File: src/design/pcet_pkg.sv
// ----------------------------------------------------------------------------
// pcet_pkg
// shared constants, types and budget helpers for the per-code event throttle
// ----------------------------------------------------------------------------
package pcet_pkg;

  localparam int TABLE_ENTRIES = 63;
  localparam int IDX_W         = (TABLE_ENTRIES > 1) ? $clog2(TABLE_ENTRIES) : 1;

  localparam int SLOT_W   = 6;
  localparam int TID_W    = 31;
  localparam int TIME_W   = 63;
  localparam int CNT_W    = 32;
  localparam int LIMIT_W  = 31;
  localparam int IVL_W    = 32;
  localparam int CFG_IDX_W = 1;

  localparam logic [LIMIT_W-1:0] RESET_LIMIT    = 31'd200;
  localparam logic [IVL_W-1:0]   RESET_INTERVAL = 32'd1000000;
  localparam logic [CNT_W-1:0]   FIRST_MIN      = 32'd24;
  localparam logic [CNT_W-1:0]   FIRST_MAX      = 32'd48;
  localparam logic [CNT_W-1:0]   CNT_FLOOR      = 32'h8000_0000;

  // configuration register indexes
  localparam logic [CFG_IDX_W-1:0] REG_LIMIT    = 1'd0;
  localparam logic [CFG_IDX_W-1:0] REG_INTERVAL = 1'd1;

  // input kinds
  localparam logic KIND_ACQUIRE = 1'b0;
  localparam logic KIND_SWEEP   = 1'b1;

  // result kinds
  localparam logic [1:0] RES_VERDICT = 2'd0;
  localparam logic [1:0] RES_REPORT  = 2'd1;
  localparam logic [1:0] RES_END     = 2'd2;

  typedef struct packed {
    logic [TID_W-1:0]  owner;
    logic [TIME_W-1:0] claim_time;
    logic [CNT_W-1:0]  owner_budget;
    logic [CNT_W-1:0]  shared_budget;
  } entry_t;

  typedef struct packed {
    logic       in_load;
    logic       rd_en;
    logic       rd_sweep;
    logic       acq_wr;
    logic       sw_wr;
    logic       idx_clr;
    logic       idx_inc;
    logic       out_load;
    logic [1:0] out_kind;
  } cmd_t;

  typedef struct packed {
    logic idx_last;
    logic sw_qual;
    logic sw_report;
  } sts_t;

  function automatic logic [CNT_W-1:0] first_budget(input logic [LIMIT_W-1:0] lim);
    logic [CNT_W-1:0] half;
    half = {2'b00, lim[LIMIT_W-1:1]};
    if (half < FIRST_MIN) return FIRST_MIN;
    else if (half > FIRST_MAX) return FIRST_MAX;
    else return half;
  endfunction

  function automatic logic [CNT_W-1:0] rest_budget(input logic [LIMIT_W-1:0] lim);
    logic [CNT_W-1:0] total;
    logic [CNT_W-1:0] f;
    total = {1'b0, lim};
    f = first_budget(lim);
    if (total > f) return total - f;
    else return '0;
  endfunction

  function automatic logic [CNT_W-1:0] dec_sat(input logic [CNT_W-1:0] v);
    if (v == CNT_FLOOR) return v;
    else return v - CNT_W'(1);
  endfunction

endpackage

File: src/design/pcet_ctrl.sv
// ----------------------------------------------------------------------------
// pcet_ctrl
// sequencer for acquire and sweep items and result valid
// ----------------------------------------------------------------------------
module pcet_ctrl (
  input  logic           clk,
  input  logic           rst_n,
  input  logic           in_valid,
  input  logic           in_kind,
  output logic           in_stall,
  input  logic           out_stall,
  output logic           out_valid,
  output pcet_pkg::cmd_t cmd,
  input  pcet_pkg::sts_t sts
);

  typedef enum logic [2:0] {
    S_IDLE,
    S_ACQ,
    S_SW_RD,
    S_SW_CHK,
    S_SW_END
  } state_t;

  state_t state_r, state_nxt;
  logic   out_valid_r, out_valid_nxt;
  logic   out_free;
  logic   in_acc;

  assign in_stall  = (state_r != S_IDLE);
  assign in_acc    = in_valid && !in_stall;
  assign out_valid = out_valid_r;
  assign out_free  = !out_valid_r || !out_stall;

  always_comb begin
    state_nxt = state_r;
    cmd       = '0;
    unique case (state_r)
      S_IDLE: begin
        if (in_acc) begin
          cmd.in_load = 1'b1;
          if (in_kind == pcet_pkg::KIND_ACQUIRE) begin
            cmd.rd_en = 1'b1;
            state_nxt = S_ACQ;
          end else begin
            cmd.idx_clr = 1'b1;
            state_nxt   = S_SW_RD;
          end
        end
      end
      S_ACQ: begin
        if (out_free) begin
          cmd.acq_wr   = 1'b1;
          cmd.out_load = 1'b1;
          cmd.out_kind = pcet_pkg::RES_VERDICT;
          state_nxt    = S_IDLE;
        end
      end
      S_SW_RD: begin
        cmd.rd_en    = 1'b1;
        cmd.rd_sweep = 1'b1;
        state_nxt    = S_SW_CHK;
      end
      S_SW_CHK: begin
        if (!(sts.sw_qual && sts.sw_report) || out_free) begin
          if (sts.sw_qual) cmd.sw_wr = 1'b1;
          if (sts.sw_qual && sts.sw_report) begin
            cmd.out_load = 1'b1;
            cmd.out_kind = pcet_pkg::RES_REPORT;
          end
          if (sts.idx_last) begin
            state_nxt = S_SW_END;
          end else begin
            cmd.idx_inc = 1'b1;
            state_nxt   = S_SW_RD;
          end
        end
      end
      S_SW_END: begin
        if (out_free) begin
          cmd.out_load = 1'b1;
          cmd.out_kind = pcet_pkg::RES_END;
          state_nxt    = S_IDLE;
        end
      end
      default: state_nxt = S_IDLE;
    endcase
  end

  always_comb begin
    if (cmd.out_load) out_valid_nxt = 1'b1;
    else if (out_stall) out_valid_nxt = out_valid_r;
    else out_valid_nxt = 1'b0;
  end

  always_ff @(posedge clk) begin
    if (!rst_n) begin
      state_r     <= S_IDLE;
      out_valid_r <= 1'b0;
    end else begin
      state_r     <= state_nxt;
      out_valid_r <= out_valid_nxt;
    end
  end

  // result register is never overwritten while a result waits
  a_no_overwrite: assert property (@(posedge clk) disable iff (!rst_n)
    cmd.out_load |-> !(out_valid_r && out_stall))
    else $error("result overwritten while stalled");

  // a loaded result is presented next cycle
  a_load_shows: assert property (@(posedge clk) disable iff (!rst_n)
    cmd.out_load |=> out_valid_r)
    else $error("loaded result not presented");

  // restore writes only happen for aged claimed entries
  a_sweep_write: assert property (@(posedge clk) disable iff (!rst_n)
    cmd.sw_wr |-> (state_r == S_SW_CHK) && sts.sw_qual)
    else $error("sweep write without qualifying entry");

  // an accepted acquire goes straight to its update step
  a_acq_path: assert property (@(posedge clk) disable iff (!rst_n)
    (in_acc && in_kind == pcet_pkg::KIND_ACQUIRE) |=> (state_r == S_ACQ))
    else $error("acquire did not enter update step");

endmodule

File: config.mk
export PLATFORM = sky130hd
export DESIGN_NAME = pcet_ctrl
export DESIGN_NICKNAME = d
export VERILOG_FILES = /design/src/design/pcet_pkg.sv /design/src/design/pcet_ctrl.sv
export SDC_FILE = /design/constraint.sdc
export NUM_CORES = 1
export LEC_CHECK = 0
export BUFFER_PORTS_ARGS = -buffer_cell sky130_fd_sc_hd__clkbuf_2
export CAP_MARGIN = 20
export CORE_AREA = 4 4 41 43
export DETAILED_ROUTE_END_ITERATION = 6
export DIE_AREA = 0 0 45 47
export GPL_TIMING_DRIVEN = 0
export HOLD_SLACK_MARGIN = 0.08
export PLACE_DENSITY = 0.53
export SLEW_MARGIN = 15
export SYNTH_ARGS = -nofsm -noshare
export SYNTH_HDL_FRONTEND = slang
export SYNTH_SLANG_ARGS = --single-unit
File: constraint.sdc
create_clock -name clk -period 1.8 [get_ports clk]
set_input_delay 0.54 -clock clk [delete_from_list [all_inputs] [get_ports clk]]
set_output_delay 0.54 -clock clk [all_outputs]
set_load 0.05 [all_outputs]
---- Word level (Yosys, flattened, before mapping) ----
Cells that the tools add are included.
Widths: inputs -> output; s select.
word-level totals
  bits in registers ....................... 4
  bits of input ports ..................... 8
  output and inout bits ................... 12
operators by class
  equal/unequal tests ..................... 8
  muxes and demuxes ....................... 28
  reduce and logical (&&, ||, !) cells .... 12
operators with widths
  cell                count
  $mux 3              7
  $mux 1              15
  $pmux 3 s4          1
  $pmux 3 s3          1
  $eq 3x2->1 const B  2
  $logic_not 1->1     4
  $mux 2              2
  $mux 4              1
  $ne 2x1->1 const B  2
  $ne 2x2->1 const B  2
  $eq 3x1->1 const B  1
  $eq 3x3->1 const B  1
  $logic_not 3->1     1
  $reduce_and 3->1    1
  $reduce_bool 3->1   1
  $logic_and 1x1->1   2
  $logic_or 1x1->1    2
  $pmux 1 s2          1
  $reduce_or 2->1     1

---- Logic depth before layout (Yosys ltp) ----
Gate-level depths: netlist of the first run.
  word-level depth ........................ 6
  depth in mapped cells ................... 5

---- Least setup slack after synthesis of the first run ----
Ideal clock, no wire load.
  path type ............................... register to output
  from .................................... reg out_valid_r, in the netlist out_valid
  to ...................................... out cmd[6] (netlist name)
  arrival time ............................ 1917 ps
  data required time ...................... 1260 ps
  setup slack ............................. -657 ps
  cell stages (with the launch flop) ...... 4
  buffers on the path ..................... 1
  cell sequence ........................... dfxtp_1 -> and2_1 -> clkbuf_2 -> nor3_1
RTL lines
  what                    RTL line          RTL
  start, declared         pcet_ctrl.sv:26   logic out_valid_r, out_valid_nxt;
  start signal, assigned  pcet_ctrl.sv:102  out_valid_r <= out_valid_nxt;
  end, declared           pcet_ctrl.sv:13   output pcet_pkg::cmd_t cmd,

==> results of run 1 <==
-- per-layer routing --
layer  track usage (%)  part of all wire [%]  vias up
met5                 0                     0        -
li1                  -                     -      228
met4             7.018                     0        0
met3             1.149                   6.5        0
met1             12.56                    42      204
met2             24.01                    52       15
-- worst max-delay path, stage by stage, from the launching register on --
cell	delay, ns
dfxtp_2	0.33
buf_6	0.11
and3b_2	0.24
and3_4	0.20
clkbuf_16	0.15
-- cells by family (layout without fill, tap and decap cells) --
family / after synthesis / count (layout) / share of synthesized area, %
compound gates: 9 / 9 / 20.69
simple gates: 27 / 27 / 44.06
buf+inv: 6 / 36 / 10.73
flops: 4 / 4 / 24.52
-- state kept, by name (all words and copies together) (netlist names) --
register,count
state_r,3
out_valid,1
-- power groups by stage --
| stage | Sequential [mW] | Combinational [mW] | Clock (mW) |
|---|---|---|---|
| after floorplan | 0.103 | 0.103 | 0 |
| after global placement | 0.0987 | 0.141 | 0 |
| after detailed placement | 0.0984 | 0.141 | 0 |
| after CTS | 0.0976 | 0.191 | 0.118 |
| after global routing | 0.102 | 0.208 | 0.122 |
| final | 0.101 | 0.198 | 0.115 |
-- worst max-delay path by stage --
| stage | start | to | cells after the start |
|---|---|---|---|
| 4_1_cts | state_r[0] | cmd[0] | 5 |
| 6_report | state_r[1] | cmd[5] | 4 |
| 2_1_floorplan | out_stall | cmd[0] | 3 |
| 3_5_place_dp | out_stall | cmd[5] | 6 |
| 5_1_grt | state_r[1] | cmd[0] | 5 |
| 3_3_place_gp | out_stall | cmd[5] | 6 |
-- timing repair --
action,CTS,global route
resized for setup,38,17
setup endpoints to repair,8,10
cloned,1,0
endpoints found under the hold margin,0,0
setup buffers,8,2
pin swaps,9,10
-- layout by cell type (no fill, tap or decap), drive strengths merged --
master,count
buf,18
clkbuf,16
nand2,7
nor2,6
dfxtp,4
nor3,2
inv,2
o21a,2
and3,2
and2,2
nand3,2
nor3b,2
nand2b,1
a21o,1
a21oi,1
and3b,1
nor2b,1
nand4,1
a211oi,1
a31oi,1
a2bb2oi,1
o32ai,1
a32oi,1
-- area by class of cell --
type	count	area share, %
tap	15	2.547
multi-input combinational	36	39.22
timing repair buffer	30	40.41
sequential	4	12.22
inverter	2	1.019
clock buffer	3	3.056
buffer	1	1.528
-- per-stage QoR --
stage / instance area (sq um) / cells / total power, mW
CTS: 703.2 / 91 / 0.4066
global route: 737.0 / 91 / 0.4324
global placement: 455.4 / 80 / 0.2397
floorplan: 341.6 / 46 / 0.2063
finish: 737.0 / 91 / 0.4136
detailed placement: 455.4 / 80 / 0.2399
==> results.md, run 1 <==
* PortBufs at 19
* Total gr overflow at 0
* Critical path type: reg -> out
* Sw power at 159.6 uW
* Failing checks: negative setup slack
* Synth Register Bits at 4
* Global-route wire length before repair at 1876 um
* Final number of hold-violating endpoints at 0
* Netlist Area Pre-Place at 326.6 sq um
* Fillcell total at 120
* Crit path time final at 1.809 ns
* P_int at 254.0 uW
* CP required at 1.26 ns
* H-tree levels at 1
* Routed Antenna Nets at 0
* Synth cell types at 23
* Drc violations at 0
* Largest cells by area after synthesis: dfxtp_1, nand2_1, buf_4
* Core area at 1301 sq um
* Min-Delay Endpoint: state_r[0]
* CP arrival at 1.27 ns
* Max Slew Vio Count at 0
* Crit Reg-Reg Startpoint: state_r[1]
* N_diodes at 0
* Final core area utilization at 56.63%
* RSZ-0062 raised after global routing: yes
* Synth Instances at 46
* Hold_buf cts at 0
* Asr flop ratio synth at 0%
* F_max at 552.9 MHz
* Final Cycle Share at 100.5%
* R2R setup slack at 0.69 ns
* Hold_sp: rst_n
* Routability congestion estimate at 0.7433
* Final Setup Violations at 5
* Share of cells above drive strength 1 at 71.05%
* Std cell rows at 13
* Initial antenna violation count at 0
* Pleak at 0.3276 nW
* Top-area cell type share of the netlist area at 24.52%
* Startpoint Class: register
* Num CTS Buffers at 3
* Vias at 447
* Yosys top cell by area: dfxtp_1
* Multi-input combinational cell area at 289.0 sq um
* CP Capture Type: primary output
* Dominant synthesized flop cell: dfxtp_1
* WHS at 0.5308 ns
* Hold depth at 2
* Sum Neg Setup Slack at -0.02122 ns
* Power Dens Cells at 561.3 nW/um^2
* Top post-synthesis cells by count: nand2_1, nor2_1, dfxtp_1, buf_4
* Max transition margin at 81.77%
* # nets final at 86
* DRT Pass-1 Iters at 1
* Switching fraction of total power at 38.59%
* Status: complete, but fails checks
* Worst reg-to-reg path cell count at 5
* CTS tree: done
* Worst-Skew Late Latency at 0.24 ns
* RR Endpoint: state_r[1]
* Mapped Nets at 54
* Sequential-to-total area share from yosys stat at 24.52%
* Top-count cell post-synth: nand2_1
* Max VDD drop at 242.7 uV
* Area grow syn2layout at 125.7%
* Initial Utilization at 25.10%
* Vias per cell at 4.912
* Total global-route track usage at 12.26%
* Number of synthesized flops with an enable pin at 0
* Final Skew at 0.0001200 ns
* CTS root buf: clkbuf_4
* Sequential power share at 24.5%
* Number of global-route vias before repair at 438
* Worst Tran Pin Value at 0.2745 ns
* Die Wd at 45 um
* Max Cap Viol at 0
* Largest net degree at the start of global routing at 8
* Number of synthesis warnings at 0
* Storage cell area at 90.09 sq um
* Logic pwr share at 47.8%
* Avg Inst Size Synth at 7.099 sq um
* Total I/O pin count at 20
* Die Footprint at 2115 sq um
* Post-Place Worst Slack at -0.1981 ns
* Detailed router's first-iteration violation count at 0
* Min-delay worst type: in -> reg
* Setup slack after layout at -0.008661 ns
* Sink Count at 4
* Post-DP HPWL at 659.9 um
* Max clock buf depth at 2
* Die height at 47 um
* CP max FO at 5
* DR WL/cell at 13.22 um
* Final wirelength at 1203 um
* Reg clk slew, reported paths at 0.04 ns
* Clock power frac at 27.7%
Power figures use the tool's default switching activity.
==> run 2, diff against run 1 <==
- CORE_AREA: 4 4 41 43 -> 2 2 39 41
- DIE_AREA: 0 0 45 47 -> 0 0 41 43
==> run 2 against run 1 <==
  * The flow still finishes with violations (negative setup slack)
  * Maximum frequency shrank 1.1%
  * Sequential cell count is the same
  * Highest routed layer unchanged
  * Combinational power down 6%
  * Clock skew rose by 0.0047 ns
  * Sequential power down 4%
  * Hold slack got worse by 0.015 ns
  * Wire length down 18%
  * Largest cell class unchanged
  * Die area decreased by 17%
  * Register-to-register slack lost 0.02 ns
  * Critical path type is now in -> out
  * Utilization is 7.1 points lower
  * Count of clock-buffer cells in the layout unchanged
  * First-iteration DRC count up 6
==> results.md, run 2 (synthesized netlist as in run 1, its figures left out) <==
* Status: complete, but fails checks
* Failing checks: negative setup slack
* Critical path type: in -> out
* Min-Delay Endpoint: out_valid
* Setup slack after layout at -0.02942 ns (-0.02076 ns)
* Share of cells above drive strength 1 at 66.22% (-4.8 points)
* Final Skew at 0.004861 ns (+0.004741 ns)
* Hold depth at 2 (unchanged)
* Initial Utilization at 23.60% (-1.5 points)
* Sequential power share at 24.5% (about the same)
* Commonest cells after routing, fill and taps aside: buf_4, clkbuf_2, nand2_1, clkbuf_4
* Clock power frac at 28.1% (+0.4 points)
* # nets final at 84 (-2.3%)
* Post-Place Worst Slack at -0.2051 ns (-0.007035 ns)
* Max VDD drop at 332.4 uV (+37%)
* Vias at 437 (-2.2%)
* Total gr overflow at 0 (unchanged)
* Worst-Skew Late Latency at 0.24 ns (about the same)
* Total global-route track usage at 13.44% (+1.2 points)
* Switching fraction of total power at 38.00% (-0.59 points)
* DRT Pass-1 Iters at 2 (+1)
* Sink Count at 4 (unchanged)
* Startpoint Class: input port
* Final wirelength at 985 um (-18%)
* Largest register FFs at 3 (unchanged)
* Global-route wire length before repair at 1607 um (-14%)
* Die Wd at 41 um (-8.9%)
* Max Cap Viol at 0 (unchanged)
* Reg with most FFs: state_r
* P_int at 244.8 uW (-3.6%)
* Number of global-route vias before repair at 410 (-6.4%)
* Logic pwr share at 47.4% (-0.4 points)
* Post-DP HPWL at 674.3 um (+2.2%)
* Final number of hold-violating endpoints at 0 (unchanged)
* Sw power at 150.0 uW (-6.0%)
* Final Setup Violations at 2 (-3)
* Worst reg-to-reg path cell count at 5 (unchanged)
* Max clock buf depth at 2 (unchanged)
* Final Cycle Share at 101.6% (+1.2 points)
* Drc violations at 0 (unchanged)
* CP required at 1.26 ns (about the same)
* Crit path time final at 1.829 ns (+0.02076 ns)
* R2R setup slack at 0.67 ns (-0.02 ns)
* Pleak at 0.3072 nW (-6.2%)
* N_diodes at 0 (unchanged)
* Power Dens Cells at 575.9 nW/um^2 (+2.6%)
* RSZ-0062 raised after global routing: yes
* RR Endpoint: state_r[1]
* CTS root buf: clkbuf_4
* Most common cell after layout, fill and taps aside: buf_4
* Largest net degree at the start of global routing at 9 (+1)
* F_max at 546.6 MHz (-1.1%)
* Die height at 43 um (-8.5%)
* Total I/O pin count at 20 (unchanged)
* Min-delay worst type: reg -> reg
* Routability congestion estimate at 0.7501 (+0.91%)
* Worst Tran Pin Value at 0.2775 ns (+0.002939 ns)
* Reg clk slew, reported paths at 0.04 ns (about the same)
* Die Footprint at 1763 sq um (-17%)
* Max Slew Vio Count at 0 (unchanged)
* PortBufs at 19 (unchanged)
* CTS tree: done
* Core area at 1384 sq um (+6.3%)
* CP max FO at 4 (-1)
* Detailed router's first-iteration violation count at 6 (+6)
* Total power at 394.8 uW (-4.5%)
* Hold_sp: out_valid
* Routed Antenna Nets at 0 (unchanged)
* CP arrival at 1.29 ns (+0.02 ns)
* Fillcell total at 128 (+6.7%)
* Num CTS Buffers at 3 (unchanged)
* Vias per cell at 4.856 (-1.2%)
* Std cell rows at 14 (+1)
* Crit Reg-Reg Startpoint: state_r[0]
* Max transition margin at 81.58% (-0.20 points)
* Initial antenna violation count at 0 (unchanged)
* CP Capture Type: primary output
* H-tree levels at 1 (unchanged)
* DR WL/cell at 10.94 um (-17%)
* Area grow syn2layout at 110.0%
==> run 2: worst max-delay path by stage <==
| stage | endpoint | start |
|---|---|---|
| after CTS | cmd[5] | out_stall |
| after global routing | cmd[5] | state_r[0] |
| final | cmd[2] | sts[1] |
| after detailed placement | cmd[5] | out_stall |
| after global placement | cmd[2] | out_stall |
| after floorplan | cmd[0] | out_stall |
==> run 2: through the flow <==
step | setup TNS [ns] | cell area (sq um) | util [%] | hold WS (ns) | std cells
after floorplan | -0.6709 | 341.6 | - | 0.5628 | 46
after global placement | -0.6885 | 456.7 | 33.00 | 0.5024 | 81
after detailed placement | -0.7227 | 456.7 | 33.00 | 0.5076 | 81
after CTS | -0.06983 | 668.1 | 48.28 | 0.5136 | 91
after global routing | -0.4053 | 685.7 | 49.55 | 0.5506 | 90
final | -0.03430 | 685.7 | 49.55 | 0.5159 | 90
==> run 2: area by class of cell <==
| class | instances | area (sq um) | share of cell area (%) |
|---|---|---|---|
| clock buffer | 3 | 22.52 | 3.285 |
| inverter | 2 | 7.507 | 1.095 |
| timing repair buffer | 27 | 252.7 | 36.86 |
| sequential | 4 | 87.58 | 12.77 |
| tap | 16 | 20.02 | 2.920 |
| buffer | 2 | 22.52 | 3.285 |
| multi-input combinational | 36 | 272.8 | 39.78 |
==> run 2: power groups by stage <==
stage               Combinational [mW]  Clock, mW  Sequential [mW]
CTS                              0.180      0.113           0.0968
global route                     0.198      0.125           0.0978
finish                           0.187      0.111           0.0968
global placement                 0.141          0           0.0981
detailed placement               0.142          0           0.0982
floorplan                        0.103          0            0.103
==> run 2: worst max-delay path, stage by stage <==
cell and delay (ns):
buf_2 0.14, nand2_2 0.07, a21o_1 0.18, a21oi_2 0.17, clkbuf_16 0.18
==> run 2: what timing repair did <==
| action | CTS | global route |
|---|---|---|
| setup buffers | 8 | 0 |
| gates cloned | 0 | 0 |
| pin swaps | 6 | 4 |
| hold buffers | 0 | 0 |
| hold endpoints to repair | 0 | 0 |
| endpoints found under the setup margin | 9 | 10 |
| gates resized for setup | 34 | 13 |
==> run 2: per-layer routing <==
| layer | GRT usage, % | share of wire, % | vias up |
|---|---|---|---|
| met3 | 7.853 | 5.2 | 0 |
| li1 | - | - | 218 |
| met1 | 13.14 | 39 | 208 |
| met5 | 0 | 0 | - |
| met2 | 23.44 | 55 | 11 |
| met4 | 2.000 | 0 | 0 |
==> run 3, diff against run 2 <==
- TNS_END_PERCENT: default -> 10
==> run 3 against run 2 <==
  * The run still ends with negative setup slack left
  * Clock power decreased by 4%
  * Utilization fell by 4.2 points
  * Worst setup slack improved by 0.016 ns
  * Sequential power about the same
  * Cell count down 3.3%
  * Cell area fell by 8.6%
  * Combinational power decreased by 7%
  * Non-clock buffer count fell by 3
  * Critical endpoint is now cmd[3]
==> results.md, run 3 (synthesized netlist as in run 1, its figures left out) <==
* Status: complete, but fails checks
* Failing checks: negative setup slack
* RSZ-0062 raised after global routing: yes
* CP required at 1.26 ns (about the same)
* Vias per cell at 4.736 (-2.5%)
* Routability congestion estimate at 0.7980 (+6.4%)
* Startpoint Class: register
* N_diodes at 0 (unchanged)
* Sequential power share at 25.6% (+1.1 points)
* Total gr overflow at 0 (unchanged)
* Hold_buf cts at 0 (unchanged)
* Initial Utilization at 23.60% (unchanged)
* Detailed router's first-iteration violation count at 6 (unchanged)
* CP arrival at 1.27 ns (-0.02 ns)
* # nets final at 81 (-3.6%)
* CP Capture Type: primary output
* Std cell rows at 14 (unchanged)
* Critical path type: reg -> out
* Max clock buf depth at 2 (unchanged)
* Critical path origin: state_r[1]
* Crit path capture: cmd[3]
* Post-Layout Cell Count at 87 (-3.3%)
* Global-route wire length before repair at 1462 um (-9.0%)
* Num CTS Buffers at 3 (unchanged)
* Worst-Skew Late Latency at 0.23 ns (about the same)
* Final number of hold-violating endpoints at 0 (unchanged)
* Worst reg-to-reg path cell count at 4 (-1)
* Crit path time final at 1.813 ns (-0.01606 ns)
* R2R setup slack at 0.74 ns (+0.07 ns)
* Routed Antenna Nets at 0 (unchanged)
* Number of global-route vias before repair at 404 (-1.5%)
* Die height at 43 um (unchanged)
* Final wirelength at 950 um (-3.6%)
* Vias at 412 (-5.7%)
* CTS tree: done
* Share of cells above drive strength 1 at 57.75% (-8.5 points)
* Min-delay worst type: reg -> reg
* Total global-route track usage at 12.04% (-1.4 points)
* Switching fraction of total power at 37.65% (-0.35 points)
* Reg clk slew, reported paths at 0.04 ns (about the same)
* Max transition margin at 81.75% (+0.17 points)
* Reg with most FFs: state_r
* Cell total after placement at 81 (unchanged)
* Commonest cells after routing, fill and taps aside: clkbuf_2, buf_4, nand2_1
* Drc violations at 0 (unchanged)
* Post-DP HPWL at 671 um (-0.49%)
* H-tree levels at 1 (unchanged)
* Area grow syn2layout at 91.95%
* Die Footprint at 1763 sq um (unchanged)
* Initial antenna violation count at 0 (unchanged)
* Total I/O pin count at 20 (unchanged)
* Setup slack after layout at -0.01336 ns (+0.01606 ns)
* PortBufs at 19 (unchanged)
* DRT Pass-1 Iters at 2 (unchanged)
* Logic pwr share at 45.9% (-1.5 points)
* Crit Reg-Reg Startpoint: state_r[2]
* Pleak at 0.2927 nW (-4.7%)
* Worst Tran Pin Value at 0.2750 ns (-0.002520 ns)
* Max Cap Viol at 0 (unchanged)
* Final Skew at 0.0006052 ns (-0.004256 ns)
* DR WL/cell at 10.92 um (-0.23%)
* Sink Count at 4 (unchanged)
* Largest register FFs at 3 (unchanged)
* RR Endpoint: state_r[0]
* Max Slew Vio Count at 0 (unchanged)
* Die Wd at 41 um (unchanged)
* Core area at 1384 sq um (unchanged)
* Sum Neg Setup Slack at -0.02699 ns (+0.007307 ns)
* Clock power frac at 28.4% (+0.3 points)
* Largest net degree at the start of global routing at 9 (unchanged)
* Sw power at 142.2 uW (-5.2%)
* F_max at 551.5 MHz (+0.89%)
* Max VDD drop at 224.7 uV (-32%)
* Power Dens Cells at 602.7 nW/um^2 (+4.7%)
* P_int at 235.6 uW (-3.8%)
* Total power at 377.8 uW (-4.3%)
* Final Setup Violations at 3 (+1)
* Final Cycle Share at 100.7% (-0.89 points)
* CTS root buf: clkbuf_4
* CP max FO at 8 (+4)
-- run 3: per-stage QoR --
step | util (%) | hold WS (ns) | instance area [sq um] | setup slack, ns
after floorplan | - | 0.5678 | 336.6 | -0.2406
after global placement | 32.64 | 0.5404 | 451.7 | -0.2015
after detailed placement | 32.64 | 0.5478 | 451.7 | -0.1889
after CTS | 43.67 | 0.5259 | 604.3 | -0.05236
after global routing | 45.30 | 0.5444 | 626.9 | -0.07114
final | 45.30 | 0.5341 | 626.9 | -0.01336
-- run 3: worst max-delay path, stage by stage, from the launching register on --
cell and delay [ns]:
dfxtp_1 0.32, buf_6 0.13, and3b_2 0.25, nand2_1 0.06, nor2_1 0.10, clkbuf_8 0.19
-- run 3: cell type report --
cell class,instances,area (sq um)
Fill cell,143,757.0
Multi-Input combinational cell,36,256.5
Timing Repair Buffer,24,212.7
Sequential cell,4,85.08
Clock buffer,3,22.52
Buffer,2,22.52
Tap cell,16,20.02
Inverter,2,7.507
-- run 3: what timing repair did --
item | CTS | global route
setup endpoints to repair | 8 | 9
pin swaps | 4 | 2
gates resized for setup | 25 | 14
setup buffers | 5 | 0
-- run 3: power by group through the flow --
stage	Combinational (mW)	Sequential (mW)	Clock (mW)
5_1_grt	0.186	0.0975	0.120
6_report	0.174	0.0969	0.107
3_5_place_dp	0.141	0.0982	0
3_3_place_gp	0.141	0.0982	0
4_1_cts	0.170	0.0966	0.112
2_1_floorplan	0.103	0.103	0
-- run 3: metal layers --
layer | vias to the layer above | global-route usage, % | wire length [um]
met5 | - | 0 | 0
met4 | 0 | 6.000 | 0
met3 | 0 | 2.094 | 49
met2 | 11 | 21.56 | 542
met1 | 189 | 12.18 | 357
li1 | 212 | - | -
-- run 3: worst min-delay path by stage --
stage | from | endpoint | slack (ns) | depth (start not counted)
finish | state_r[2] | state_r[1] | 0.53 | 1
global route | state_r[2] | state_r[1] | 0.54 | 1
CTS | state_r[2] | state_r[1] | 0.53 | 1
detailed placement | out_valid | out_valid | 0.55 | 2
global placement | out_valid | out_valid | 0.54 | 2
floorplan | state_r[2] | state_r[1] | 0.57 | 1
